**config.mk**
```make
export PLATFORM = sky130hd
export DESIGN_NAME = mttr_queue
export DESIGN_NICKNAME = d
export VERILOG_FILES = /design/src/rtl/core/mttr_pkg.sv /design/src/rtl/core/mttr_queue.sv
export SDC_FILE = /design/constraint.sdc
export NUM_CORES = 1
export LEC_CHECK = 0
export BUFFER_PORTS_ARGS = -buffer_cell sky130_fd_sc_hd__buf_2
export CORE_MARGIN = 1.5
export CORE_UTILIZATION = 50
export DETAILED_ROUTE_END_ITERATION = 10
export PLACE_DENSITY = 0.75
export SETUP_SLACK_MARGIN = 0.2
export SLEW_MARGIN = 0
export SYNTH_ARGS = -nofsm -noshare
export SYNTH_HDL_FRONTEND = slang
export SYNTH_SLANG_ARGS = --single-unit
```
**constraint.sdc**
```tcl
create_clock -name clk -period 16.8 [get_ports clk]
set_input_delay 5.04 -clock clk [delete_from_list [all_inputs] [get_ports clk]]
set_output_delay 5.04 -clock clk [all_outputs]
set_load 0.01 [all_outputs]
```
**src/rtl/core/mttr_pkg.sv**
```systemverilog
package mttr_pkg;
  localparam int TABLE_ENTRIES = 64;
  localparam int MAX_RANKED    = 64;
  localparam int ADDR_BYTES    = 6;
  localparam int AW  = 8 * ADDR_BYTES;
  localparam int IW  = $clog2(TABLE_ENTRIES);
  localparam int OCW = $clog2(TABLE_ENTRIES + 1);
  localparam int QD  = 2;

  localparam logic [1:0] CFG_USE_DST  = 2'd0;
  localparam logic [1:0] CFG_TOP_CNT  = 2'd1;
  localparam logic [1:0] CFG_INTERVAL = 2'd2;

  // command from front to back
  typedef struct packed {
    logic          do_close;
    logic          do_account;
    logic [31:0]   close_start;
    logic [AW-1:0] addr;
    logic [63:0]   add_bytes;
    logic [31:0]   add_pkts;
  } cmd_t;
endpackage

```
**src/rtl/core/mttr_queue.sv**
```systemverilog
module mttr_queue import mttr_pkg::*; (
  input  logic clk,
  input  logic rst_n,
  input  logic in_valid,
  output logic in_ready,
  input  cmd_t in_cmd,
  output logic out_valid,
  input  logic out_ready,
  output cmd_t out_cmd
);
  cmd_t q_r [QD];
  logic [$clog2(QD)-1:0] wp_r, rp_r;
  logic [$clog2(QD):0]   cnt_r;
  logic push, pop;

  assign in_ready  = (cnt_r != ($clog2(QD)+1)'(QD));
  assign out_valid = (cnt_r != '0);
  assign out_cmd   = q_r[rp_r];
  assign push = in_valid && in_ready && (in_cmd.do_close || in_cmd.do_account);
  assign pop  = out_valid && out_ready;

  // hold entries, advance pointers on transfer
  always_ff @(posedge clk) begin
    if (!rst_n) begin
      wp_r <= '0; rp_r <= '0; cnt_r <= '0;
    end else begin
      if (push) begin
        q_r[wp_r] <= in_cmd;
        wp_r <= wp_r + 1'b1;
      end
      if (pop) begin
        rp_r <= rp_r + 1'b1;
      end
      cnt_r <= cnt_r + ($clog2(QD)+1)'(push) - ($clog2(QD)+1)'(pop);
    end
  end
endmodule

```
## Word level (Yosys, flattened, before mapping)

Memory sizes are Yosys's and may differ from the RTL's. A register that Yosys moved wholly into a read port is not among the register bits.
Index checks and enable logic that the tools add are counted.

| word-level totals | value |
|---|---|
| flip-flop bits (word level) | 4 |
| latch bits | 0 |
| bits in writable memories | 356 |
| ROM bits | 0 |
| input bits | 182 |
| memories kept | 1 |

Memories:

| memory | words | width | rd ports | clocked after memory_dff | wr ports | RTL line | text |
|---|---|---|---|---|---|---|---|
| q_r | 2 | 178 | 1 | 1 | 1 | mttr_queue.sv:11 | `cmd_t q_r [QD];` |

| cells by class | value |
|---|---|
| $add $sub $neg | 4 |
| multiply operators | 0 |
| div/mod/pow operators | 0 |
| order comparisons | 0 |
| eq/ne operators | 1 |
| shift operators | 0 |
| muxes and demuxes | 5 |
| bitwise operators | 0 |
| reductions and logical operators | 5 |

Operators with widths:

| kind | number |
|---|---|
| $mux 1 | 5 |
| $logic_and 1x1->1 | 3 |
| $add 1x1->1 const B | 2 |
| $add 2x1->2 | 1 |
| $ne 2x2->1 const B | 1 |
| $reduce_bool 2->1 | 1 |
| $sub 2x1->2 | 1 |
| $logic_or 1x1->1 | 1 |

## Longest topological paths before layout

| depth | value |
|---|---|
| depth in word-level cells | 6 |
| depth in mapped cells | 9 |
| mapped depth without buffers | 9 |

## Least setup slack after synthesis

OpenSTA, ideal clock, no wires.

| path | value |
|---|---|
| kind | in2reg |
| start point | in in_cmd[176] (netlist name) |
| end point | reg wp_r |
| data arrival time | 15.504 ns |
| data required time | 16.665 ns |
| path slack | 1.162 ns |
| stages on the path | 3 |
| path buffers | 0 |
| cell sequence | o21ai_0 nor4b_2 o21bai_1 |

| between the ends | value |
|---|---|
| longest elaborated chain between the ends | 2 |

RTL lines:

| what | RTL line | text |
|---|---|---|
| from (decl) | mttr_queue.sv:6 | `input cmd_t in_cmd,` |
| $logic_or 1x1->1 | mttr_queue.sv:19 | `assign push = in_valid && in_ready && (in_cmd.do_close \|\| in_cmd.do_account);` |
| $logic_and 1x1->1 | mttr_queue.sv:19 |  |
| to (signal assigned) | mttr_queue.sv:29 | `wp_r <= wp_r + 1'b1;` |
| to (decl) | mttr_queue.sv:12 | `logic [$clog2(QD)-1:0] wp_r, rp_r;` |

Every way passes these cells.
A chain may end at the register's enable or synchronous reset.

==> results_dict.tcl <==
set metrics [dict create \
    io_pins 362 \
    finalCritPeriodShare_pct 53.9 \
    numPortBuffers 361 \
    final.min_clock_period_ps 9060 \
    wl_met3_microns 2250 \
    synth-seq-cells 361 \
    final_common_cell "buf_2" \
    worst_slew_pin_slew_ps 1120 \
    synth_top_area_share_pct 78.8 \
    clock-sinks 361 \
    fmax_ghz 0.110 \
    cts_tree "done" \
    irDropWorstVdd_mv 0.0941 \
    p_comb_share_pct 20.6 \
    clock_path_buffers 3 \
    drt-wirelength-per-cell_microns 19.4 \
    hold_slack_ps 500 \
    r2r_setup_slack_ps 14130 \
    dr_wl_met2_microns 13100 \
    switching_share_pct 24.8 \
    synthToLayoutAreaGrowth_pct 23.9 \
    htreeDepth 2 \
    end_kind "output pin" \
    synthTopCellsByArea "edfxtp_1 79%, mux2_4 13%, mux2_2 5.4%" \
    drive_gt1_share_pct 60.3 \
    worst_clock_skew_ps 15.7 \
    syn_area_per_cell_sq_um 23.4 \
    syn_nets 764 \
    setup_viol 0 \
    drv_cap 0 \
    antenna_found_initial 7 \
    die-area_sq_um 28100 \
    overflow 0 \
    ys_warn_count 0 \
    drtPass1Iterations 4 \
    finalWirelength_microns 26000 \
    numCtsBuffers 37 \
    gp_congestion 0.755 \
    holdCritPathClass "reg -> reg" \
    fp.coreArea_sq_um 26800 \
    r2r_end "q_r[0][49]" \
    power_density_nw_per_um2 138 \
    fin_nets 1151 \
    yosysSeqAreaShare_pct 79.5 \
    synth.largest_area_cell "edfxtp_1" \
    p_int_mw 1.75 \
    reg2regPathDepth 3 \
    holdPathStages 2 \
    routed.top_layer "met5" \
    hold_buffers 0 \
    die_h_microns 168 \
    power.switching_mw 0.577 \
    viasPerCell 5.05 \
    start_kind "flop" \
    netlist_instances 580 \
    die_w_microns 168 \
    cts_resized 0 \
    pwr-share-clk_pct 32.4 \
    clk_latency_ps 510 \
    drt_iter0_drc 429 \
    drc 0 \
    drtAntennaViolNets 0 \
    worst_slack_ps 7740 \
    dr_total_vias 6754 \
    cts_setup_buffers 0 \
    grt_max_degree 79 \
    cp_max_fo 70 \
    final_cell_mix "361 x buf_2, 356 x edfxtp_1, 113 x mux2_4" \
    relSlewSlack_pct 25.1 \
    wl_met1_microns 10200 \
    fin_tns_setup_ps 0 \
    grt_pass1_vias 6956 \
    p_seq_share_pct 46.9 \
    rsz0062_at_grt "no" \
    status "completed" \
    crit_required_ps 11760 \
    dp_slack_ps 8190 \
    grt_pass1_wl_microns 38200 \
    clk_pin_slew_worst_paths_ps 50 \
    rows 60 \
    crit_type "reg -> out" \
    root_buffer "clkbuf_16" \
    synth_cell_types 20 \
    grt_use_total_pct 17.8 \
    hpwlAfterDp_microns 17100 \
    setup.worst_path.end "out_cmd[36]" \
    start_util_pct 50.6 \
    syn_area_sq_um 13600 \
    drv_slew 0 \
    p_leak_nw 6.40 \
    hold_viol_final 0 \
    cp.arrival_ps 4020 \
    reg2reg_from "cnt_r[1]" \
]
## sequential cells by signal, summed over array words and instances, names as in the netlist, named ones only
| name | cells |
|---|---|
| wp_r | 1 |
| cnt_r | 2 |
| q_r | 356 |
| rp_r | 1 |
## metrics by stage
step                util [%]  instances  total power, mW  instance area (sq um)
detailed placement      58.5       1269             1.60                  15700
global placement        58.5       1269             1.59                  15700
finish                  62.7       1338             2.33                  16800
floorplan                  -        580             1.45                  13600
global route            62.7       1337             2.42                  16800
CTS                     62.7       1335             2.36                  16800
## worst max-delay path: stages (launching register included)
cell and delay, ps:
dfxtp_4 990, buf_4 860, buf_4 980, mux2_2 440, buf_2 140
## kinds of logic after synthesis
family / after synthesis / synth area share (%)
DFF: 361 / 79.5
muxes: 178 / 17.9
buffers and inverters: 23 / 1.54
and+or+nand+nor: 10 / 0.489
AOI/OAI and AO/OA: 3 / 0.148
xor gates and xnor gates: 3 / 0.194
adders and majority gates: 2 / 0.184
## worst min path at each step
stage	from	endpoint	slack, ps
6_report	wp_r	wp_r	500
5_1_grt	wp_r	wp_r	520
4_1_cts	wp_r	wp_r	500
3_5_place_dp	wp_r	wp_r	500
3_3_place_gp	wp_r	wp_r	490
2_1_floorplan	wp_r	wp_r	450
## area by class of cell
cell class / instances / area, sq um
Sequential cell: 361 / 10800
Fill cell: 1917 / 10000
Multi-Input combinational cell: 196 / 2580
Timing Repair Buffer: 368 / 1860
Clock buffer: 49 / 1010
Tap cell: 341 / 427
Clock inverter: 17 / 110
Inverter: 3 / 11.3
Antenna cell: 3 / 7.51
## layer usage
layer	vias up	track usage, %
li1	3087	-
met1	3340	21.5
met2	290	30.7
met3	35	5.72
met4	2	5.21
met5	-	0
## synthesized netlist by cell type
master,count
nor4b_2,1
ha_1,2
buf_8,1
buf_2,5
or2_2,1
inv_1,3
edfxtp_1,356
o21a_1,1
and3_1,1
buf_6,14
nand2_1,1
mux2_2,65
o21bai_1,1
nor2b_1,3
dfxtp_1,5
and2_1,2
mux2_4,113
xnor2_1,3
o21ai_0,1
nor2_1,1
## power groups by stage
stage / clock network (mW) / logic [mW] / registers (mW)
2_1_floorplan: 0 / 0.354 / 1.10
3_3_place_gp: 0 / 0.482 / 1.11
3_5_place_dp: 0 / 0.487 / 1.11
4_1_cts: 0.775 / 0.489 / 1.09
5_1_grt: 0.809 / 0.513 / 1.10
6_report: 0.755 / 0.480 / 1.09
Note: power is estimated with default switching activity, not from simulation.
