File: config.mk
export PLATFORM = sky130hd
export DESIGN_NAME = mttr_front
export DESIGN_NICKNAME = d
export VERILOG_FILES = /design/src/rtl/core/mttr_pkg.sv /design/src/rtl/core/mttr_front.sv
export SDC_FILE = /design/constraint.sdc
export NUM_CORES = 2
export LEC_CHECK = 0
export ABC_AREA = 1
export BUFFER_PORTS_ARGS = -buffer_cell sky130_fd_sc_hd__buf_2
export CAP_MARGIN = 20
export CORE_MARGIN = 4
export CORE_UTILIZATION = 33
export DETAILED_ROUTE_END_ITERATION = 6
export GPL_TIMING_DRIVEN = 0
export PLACE_DENSITY_LB_ADDON = 0.08
export SYNTH_ARGS = -nofsm -noshare
export SYNTH_HDL_FRONTEND = slang
export SYNTH_SLANG_ARGS = --single-unit
export TNS_END_PERCENT = 30
File: constraint.sdc
create_clock -name clk -period 7.9 [get_ports clk]
set_input_delay 0.395 -clock clk [delete_from_list [all_inputs] [get_ports clk]]
set_output_delay 0.395 -clock clk [all_outputs]
set_load 0.005 [all_outputs]
File: src/rtl/core/mttr_pkg.sv
package mttr_pkg;
  localparam int TABLE_ENTRIES = 64;
  localparam int MAX_RANKED    = 64;
  localparam int ADDR_BYTES    = 6;
  localparam int AW  = 8 * ADDR_BYTES;
  localparam int IW  = $clog2(TABLE_ENTRIES);
  localparam int OCW = $clog2(TABLE_ENTRIES + 1);
  localparam int QD  = 2;

  localparam logic [1:0] CFG_USE_DST  = 2'd0;
  localparam logic [1:0] CFG_TOP_CNT  = 2'd1;
  localparam logic [1:0] CFG_INTERVAL = 2'd2;

  // command from front to back
  typedef struct packed {
    logic          do_close;
    logic          do_account;
    logic [31:0]   close_start;
    logic [AW-1:0] addr;
    logic [63:0]   add_bytes;
    logic [31:0]   add_pkts;
  } cmd_t;
endpackage

File: src/rtl/core/mttr_front.sv
module mttr_front import mttr_pkg::*; (
  input  logic        clk,
  input  logic        rst_n,
  input  logic        use_dst,
  input  logic [15:0] ivl_sec,
  input  logic        in_valid,
  output logic        in_ready,
  input  logic        kind,
  input  logic [31:0] time_sec,
  input  logic [AW-1:0] src_addr,
  input  logic [AW-1:0] dst_addr,
  input  logic [15:0] frame_len,
  input  logic        sampled,
  input  logic [31:0] rate_mult,
  output logic        cmd_valid,
  input  logic        cmd_ready,
  output cmd_t        cmd
);
  typedef enum logic [2:0] {S_IDLE, S_DIV, S_MUL, S_EMIT} state_t;
  state_t state_r;
  logic [31:0] t_r, rem_r, q_r;
  logic [5:0]  cnt_r;
  logic [15:0] ivl_r;
  logic        samp_r;
  logic [AW-1:0] addr_r;
  logic [15:0] len_r;
  logic [31:0] rate_r;
  logic [63:0] prod_r;
  logic        open_r;
  logic [31:0] start_r;
  logic        emit_close_r, emit_acc_r;
  logic [31:0] close_start_r;
  logic [32:0] rem_sh;
  logic [31:0] aligned;

  // restoring divide, one quotient bit a cycle
  assign rem_sh  = {rem_r, t_r[31]};
  assign aligned = q_r - rem_r;
  assign in_ready = (state_r == S_IDLE);
  assign cmd_valid = (state_r == S_EMIT);
  assign cmd.do_close    = emit_close_r;
  assign cmd.do_account  = emit_acc_r;
  assign cmd.close_start = close_start_r;
  assign cmd.addr        = addr_r;
  assign cmd.add_bytes   = samp_r ? prod_r : {48'd0, len_r};
  assign cmd.add_pkts    = samp_r ? rate_r : 32'd1;

  always_ff @(posedge clk) begin
    if (!rst_n) begin
      state_r <= S_IDLE;
      open_r  <= 1'b0;
      start_r <= '0;
    end else begin
      unique case (state_r)
        S_IDLE: begin
          if (in_valid) begin
            t_r    <= time_sec;
            addr_r <= use_dst ? dst_addr : src_addr;
            len_r  <= frame_len;
            samp_r <= sampled;
            rate_r <= rate_mult;
            ivl_r  <= (ivl_sec == 16'd0) ? 16'd1 : ivl_sec;
            rem_r  <= '0;
            q_r    <= time_sec;
            cnt_r  <= '0;
            if (kind) begin
              emit_close_r  <= open_r;
              emit_acc_r    <= 1'b0;
              close_start_r <= start_r;
              open_r        <= 1'b0;
              state_r       <= S_EMIT;
            end else begin
              state_r <= S_DIV;
            end
          end
        end
        S_DIV: begin
          // t_r shifts out, remainder builds
          if (rem_sh >= {17'd0, ivl_r}) begin
            rem_r <= 32'(rem_sh - {17'd0, ivl_r});
          end else begin
            rem_r <= rem_sh[31:0];
          end
          t_r   <= {t_r[30:0], 1'b0};
          cnt_r <= cnt_r + 6'd1;
          if (cnt_r == 6'd31) begin
            state_r <= S_MUL;
          end
        end
        S_MUL: begin
          // t_r is zero now; restore it from q_r
          t_r    <= q_r;
          prod_r <= {32'd0, 16'd0, len_r} * {32'd0, rate_r};
          state_r <= S_EMIT;
          emit_acc_r <= 1'b1;
          if (open_r && aligned > start_r) begin
            emit_close_r  <= 1'b1;
            close_start_r <= start_r;
            start_r       <= aligned;
          end else begin
            emit_close_r <= 1'b0;
            if (!open_r) begin
              start_r <= aligned;
            end
          end
          open_r <= 1'b1;
        end
        S_EMIT: begin
          if (cmd_ready || (!emit_close_r && !emit_acc_r)) begin
            state_r <= S_IDLE;
          end
        end
        default: state_r <= S_IDLE;
      endcase
    end
  end
endmodule

## Yosys cells after proc, flatten, opt, wreduce, memory -nomap -nowiden

Index checks and enable logic that the tools add are counted.

- Output and inout port bits: 180
- Input bits: 199
- Flip-flop bits (word level): 333

- Add/sub/neg operators: 3
- $lt $le $gt $ge: 2
- Mux-type cells: 28
- Multipliers: 1
- Equality and inequality tests: 10
- Reductions and logical operators: 19

Operators by type and width:

| cell | number |
|---|---|
| 2-to-1 mux 32 bit | 9 |
| one-hot mux 32 bit (2 select lines) | 2 |
| 2-to-1 mux 48 bit | 2 |
| one-hot mux 32 bit (3 select lines) | 1 |
| multiplier 16 x 32 -> 48 bit | 1 |
| greater-or-equal comparator 33 x 16 -> 1 bit | 1 |
| > comparator 32 bit | 1 |
| subtractor 32 x 16 -> 32 bit | 1 |
| subtractor 32 bit | 1 |
| logical NOT 16 bit | 1 |
| AND reduction 3 bit | 5 |
| one-hot mux 3 bit (4 select lines) | 1 |
| one-hot mux 6 bit (2 select lines) | 1 |
| 2-to-1 mux 3 bit | 3 |
| adder 6 x 1 -> 6 bit (second input constant) | 1 |
| equality test 3 x 2 -> 1 bit (second input constant) | 2 |
| equality test 6 x 5 -> 1 bit (second input constant) | 1 |
| 2-to-1 mux 6 bit | 1 |
| != test 2 x 1 -> 1 bit (second input constant) | 3 |
| != test 2 bit (second input constant) | 3 |
| 2-to-1 mux 1 bit | 5 |
| AND reduction 5 bit | 1 |
| one-hot mux 1 bit (2 select lines) | 2 |
| AND reduction 2 bit | 2 |
| 9 further kinds | 12 |

## Depth between registers and ports, before layout

- Depth in word-level cells: 5
- Depth in mapped cells: 28
- Depth with buffers taken out: 26

## Worst setup path after synthesis

No wires, ideal clock.

- Path kind: flip-flop to flip-flop
- Start point: register state_r[0]
- End point: register addr_r[0] (enable)
- Data arrival time: 6.733 ns
- Stages on the path, launching flop included: 5
- Slack: 0.516 ns
- Library setup time: 0.651 ns
- Path through: dfxtp_1 > inv_1 > ha_1 > nand2_1 > nor2_1

- Cells in the longest elaborated chain, start to end: 2

RTL lines:

| item | line | RTL |
|---|---|---|
| start: declaration | mttr_front.sv:20 | `state_t state_r;` |
| start signal: assignment | mttr_front.sv:50 | `state_r <= S_IDLE;` |
| start signal: assignment | mttr_front.sv:71 | `state_r <= S_EMIT;` |
| start signal: assignment | mttr_front.sv:73 | `state_r <= S_DIV;` |
| logical NOT 3 bit | -- |  |
| net in_ready | mttr_front.sv:7 | `output logic in_ready,` |
| AND reduction 3 bit (no line) | -- |  |
| end signal: assignment | mttr_front.sv:58 | `addr_r <= use_dst ? dst_addr : src_addr;` |
| end: declaration | mttr_front.sv:25 | `logic [AW-1:0] addr_r;` |

The timed path passes the listed nets, and every way through them passes these cells.
A chain may end at the register's enable or synchronous reset.

## Worst setup path after layout

- Start point: register len_r[9]
- End point: register prod_r[41] (data pin)

- Cells in the longest elaborated chain, start to end: 1

RTL lines:

| item | line | RTL |
|---|---|---|
| start: declaration | mttr_front.sv:26 | `logic [15:0] len_r;` |
| start signal: assignment | mttr_front.sv:59 | `len_r <= frame_len;` |
| multiplier 16 x 32 -> 48 bit | mttr_front.sv:93 | `prod_r <= {32'd0, 16'd0, len_r} * {32'd0, rate_r};` |
| end signal: assignment | mttr_front.sv:93 |  |
| end: declaration | mttr_front.sv:28 | `logic [63:0] prod_r;` |

No other way between the ends.

==> results by group <==
Clock network
  – CTS tree: built
  – Source-to-sink clock delay at the later pin of the worst-skew pair: 0.63 ns
  – Post CTS Setup Buffer Count: 0
  – Maximum clock path buffer count: 3
  – Root cell of the clock tree: clkbuf_16
  – CTS sink count: 332
  – Clk pin slew, worst setup/hold paths: roughly 0.06 ns
  – Inserted Clock Buffers: 44
  – CTS H-tree depth: 2

Synth
  – Area share of the largest cell type after synthesis: 25.7%
  – Flip-flop and latch count after synthesis: around 330
  – Synthesized instance count: 4,211
  – Most area-consuming cells after synthesis: edfxtp_1 (26%), fa_1 (24%), nand2_1 (12%)
  – Yosys top cell by area: edfxtp_1
  – Library cells used by synthesis: 53
  – Mapped Area: ~0.035 mm2
  – Sequential share of the synthesized area: 27.7%
  – Most numerous cell types in the synthesized netlist: nand2_1 (1,081), inv_1 (963), fa_1 (420)
  – Fraction of synthesis flops using an asynchronous set or reset pin: 0%
  – Most common cell in the netlist: nand2_1
  – Per-instance average area after synthesis: 8.25 um2
  – Count of warnings emitted by yosys: 0
  – Number of enable flip-flop cells after synthesis: 297
  – Primary flip-flop cell chosen by synthesis mapping: edfxtp_1

Final layout
  – Net count reported at finish: 5,553
  – Share of layout cells above drive strength 1: 11.8%
  – Multi-input gate area in the final layout: 0.0207 mm2
  – Core occupancy in the finished layout: 39.4%
  – Area grow syn2layout: 17.9%
  – Fill cell total of the finished layout: 11,000
  – Register area: 0.00962 mm2

Placement
  – Number of input and output port buffers inserted: about 360
  – RD Place Congestion: 0.889
  – Hpwl dp: roughly 100 mm

Route
  – DRC: 0
  – Routed wire per std cell: 20.3 um
  – Vias per std cell: 4.63
  – Initial DRT Pass Iterations: 5
  – DRT iter0 DRCs: 1,880
  – Via count: approximately 28,000
  – Post-detailed-route count of antenna-violating nets: 0
  – Routed Wire Length: 124 mm

Setup path
  – WP data required: approximately 8.3 ns
  – Crit path kind: flop to flop
  – Endpoint arrival time on the critical path: 7.72 ns
  – Maximum fanout count along the critical path: 10
  – Critical path endpoint category: flop
  – Critical path launch point type: flop

Floorplan
  – Die Area: roughly 0.11 mm2
  – Number of I/O pins: 379
  – Effective utilization at floorplan: approximately a third
  – Horiz. Die Dim: 332 um
  – Core area: between 0.1 and 0.15 mm2
  – Placement row count: ~120
  – Vertical die dimension: 332 um

GRT
  – Number of global-route vias before repair: just under 30,000
  – Number of antenna violations at the first check in global routing: 0
  – GR met3 Demand/Resource: roughly 5.6%
  – Total routing usage reported by global routing: between 20% and 30%
  – Pin count of the biggest net entering global routing: 42
  – Met1 usage: between 30% and 40%
  – Global-route layer with the greatest usage: met2
  – Global-route congestion overflow total: 0
  – Met2 capacity usage during global routing: 35.1%
  – First-pass GRT wire length: 186 mm

STA
  – Slew of the pin with the lowest slew margin: 1.14 ns
  – Worst rel slew slack: 24.1%
  – Number of endpoints with negative hold slack in the final report: 0
  – Max Clock Skew: 0.0572 ns
  – Shortest period the worst path allows: 7.37 ns
  – RSZ-0062 raised after global routing: no
  – Final setup violation count: 0
  – Fin. max-slew vios: 0
  – Max frequency: 136 MHz
  – Ratio of final minimum period to clock period: between 90% and 100%

Run
  – Count of max-cap constraint violations: 0

Hold path
  – Type of the tightest min-delay check: primary input to flop

Status
  – Outcome: finished clean
## per-stage QoR
step / std cells / setup WS [ns] / TNS [ns] / cell area [um2] / hold slack, ns
after floorplan: 4226 / 0.516 / 0 / 34800 / 0.408
after global placement: 5967 / -3.79 / -540.02 / 38300 / 0.415
after detailed placement: 5976 / 0.656 / 0 / 38600 / 0.416
after CTS: 6144 / 0.624 / 0 / 40900 / 0.00109
after global routing: 6145 / 0.259 / 0 / 40900 / 0.0315
final: 6146 / 0.531 / 0 / 40900 / 0.0442
## metal layers
metal | vias up | wire length [um]
met5 | - | 0
met4 | 0 | 3160
met3 | 122 | 9000
met2 | 831 | 54800
met1 | 13800 | 57500
li1 | 13800 | -
## path summary, 6_finish.rpt
kind / start / to / slack (ns) / cells past startpoint
min reg2reg: start_r[3] / close_start_r[3] / 0.43 / 0
min: ivl_sec[5] / ivl_r[5] / 0.04 / 2
max: len_r[9] / prod_r[41] / 0.53 / 20
max reg2reg: len_r[9] / prod_r[41] / 0.53 / 20
## state kept, by name, indices dropped and copies added, names as in the netlist
| signal | flops |
|---|---|
| t_r | 32 |
| open_r | 1 |
| rate_r | 32 |
| emit_acc_r | 1 |
| rem_r | 32 |
| addr_r | 48 |
| prod_r | 48 |
| samp_r | 1 |
| q_r | 32 |
| start_r | 32 |
| state_r | 2 |
| cnt_r | 6 |
| ivl_r | 16 |
| len_r | 16 |
| emit_close_r | 1 |
| close_start_r | 32 |
## cell families after synthesis
family | count (synthesis) | synth area share [%]
AO/OA/AOI/OAI | 363 | 5.66
other | 1 | 0.0108
AND/OR/NAND/NOR | 1567 | 17.9
adder cells (fa/ha/maj) | 624 | 31.6
buffers and inverters | 1181 | 13.1
multiplexers | 64 | 2.07
flip-flops | 332 | 27.7
XOR/XNOR | 79 | 1.99
## cell usage in the layout (no fill, tap or decap), types with 121 or more instances in the layout
master | synthesis | final
a21oi_1 | 240 | 239
nand2_1 | 1081 | 1081
buf_2 | 8 | 369
edfxtp_1 | 297 | 297
inv_1 | 963 | 962
fa_1 | 420 | 420
clkbuf_1 | 172 | 177
nor2_1 | 287 | 284
ha_1 | 204 | 204
nand3_1 | 121 | 121
## critical path, stage by stage, from the launching register on
cell	delay, ns
edfxtp_1	0.31
clkbuf_1	0.67
clkbuf_1	0.84
nand2_1	0.17
fa_1	0.53
inv_1	0.05
fa_1	0.47
fa_1	0.67
fa_1	0.46
fa_1	0.49
inv_1	0.05
fa_1	0.49
inv_1	0.07
ha_1	0.39
a21oi_1	0.41
o21ai_0	0.26
a21oi_1	0.23
nor2_1	0.06
nor3_1	0.15
nand3_1	0.15
xor2_1	0.19
## final cells by class
| cell class | instances | share of cell area [%] |
|---|---|---|
| buffer | 212 | 2.21 |
| antenna | 1 | 0.00611 |
| multi-input combinational | 2713 | 50.5 |
| timing repair buffer | 458 | 7.06 |
| sequential | 332 | 23.5 |
| clock inverter | 30 | 0.868 |
| clock buffer | 51 | 2.80 |
| inverter | 969 | 8.89 |
| tap | 1380 | 4.22 |
## timing repair
| item | CTS | global route |
|---|---|---|
| hold buffers | 87 | 0 |
| hold endpoints to repair | 87 | 0 |
| resized for setup | 0 | 0 |
Power is left out: the tool's default activity adds up to more than one toggle a clock period on the data nets, which glitch-free logic cannot reach.
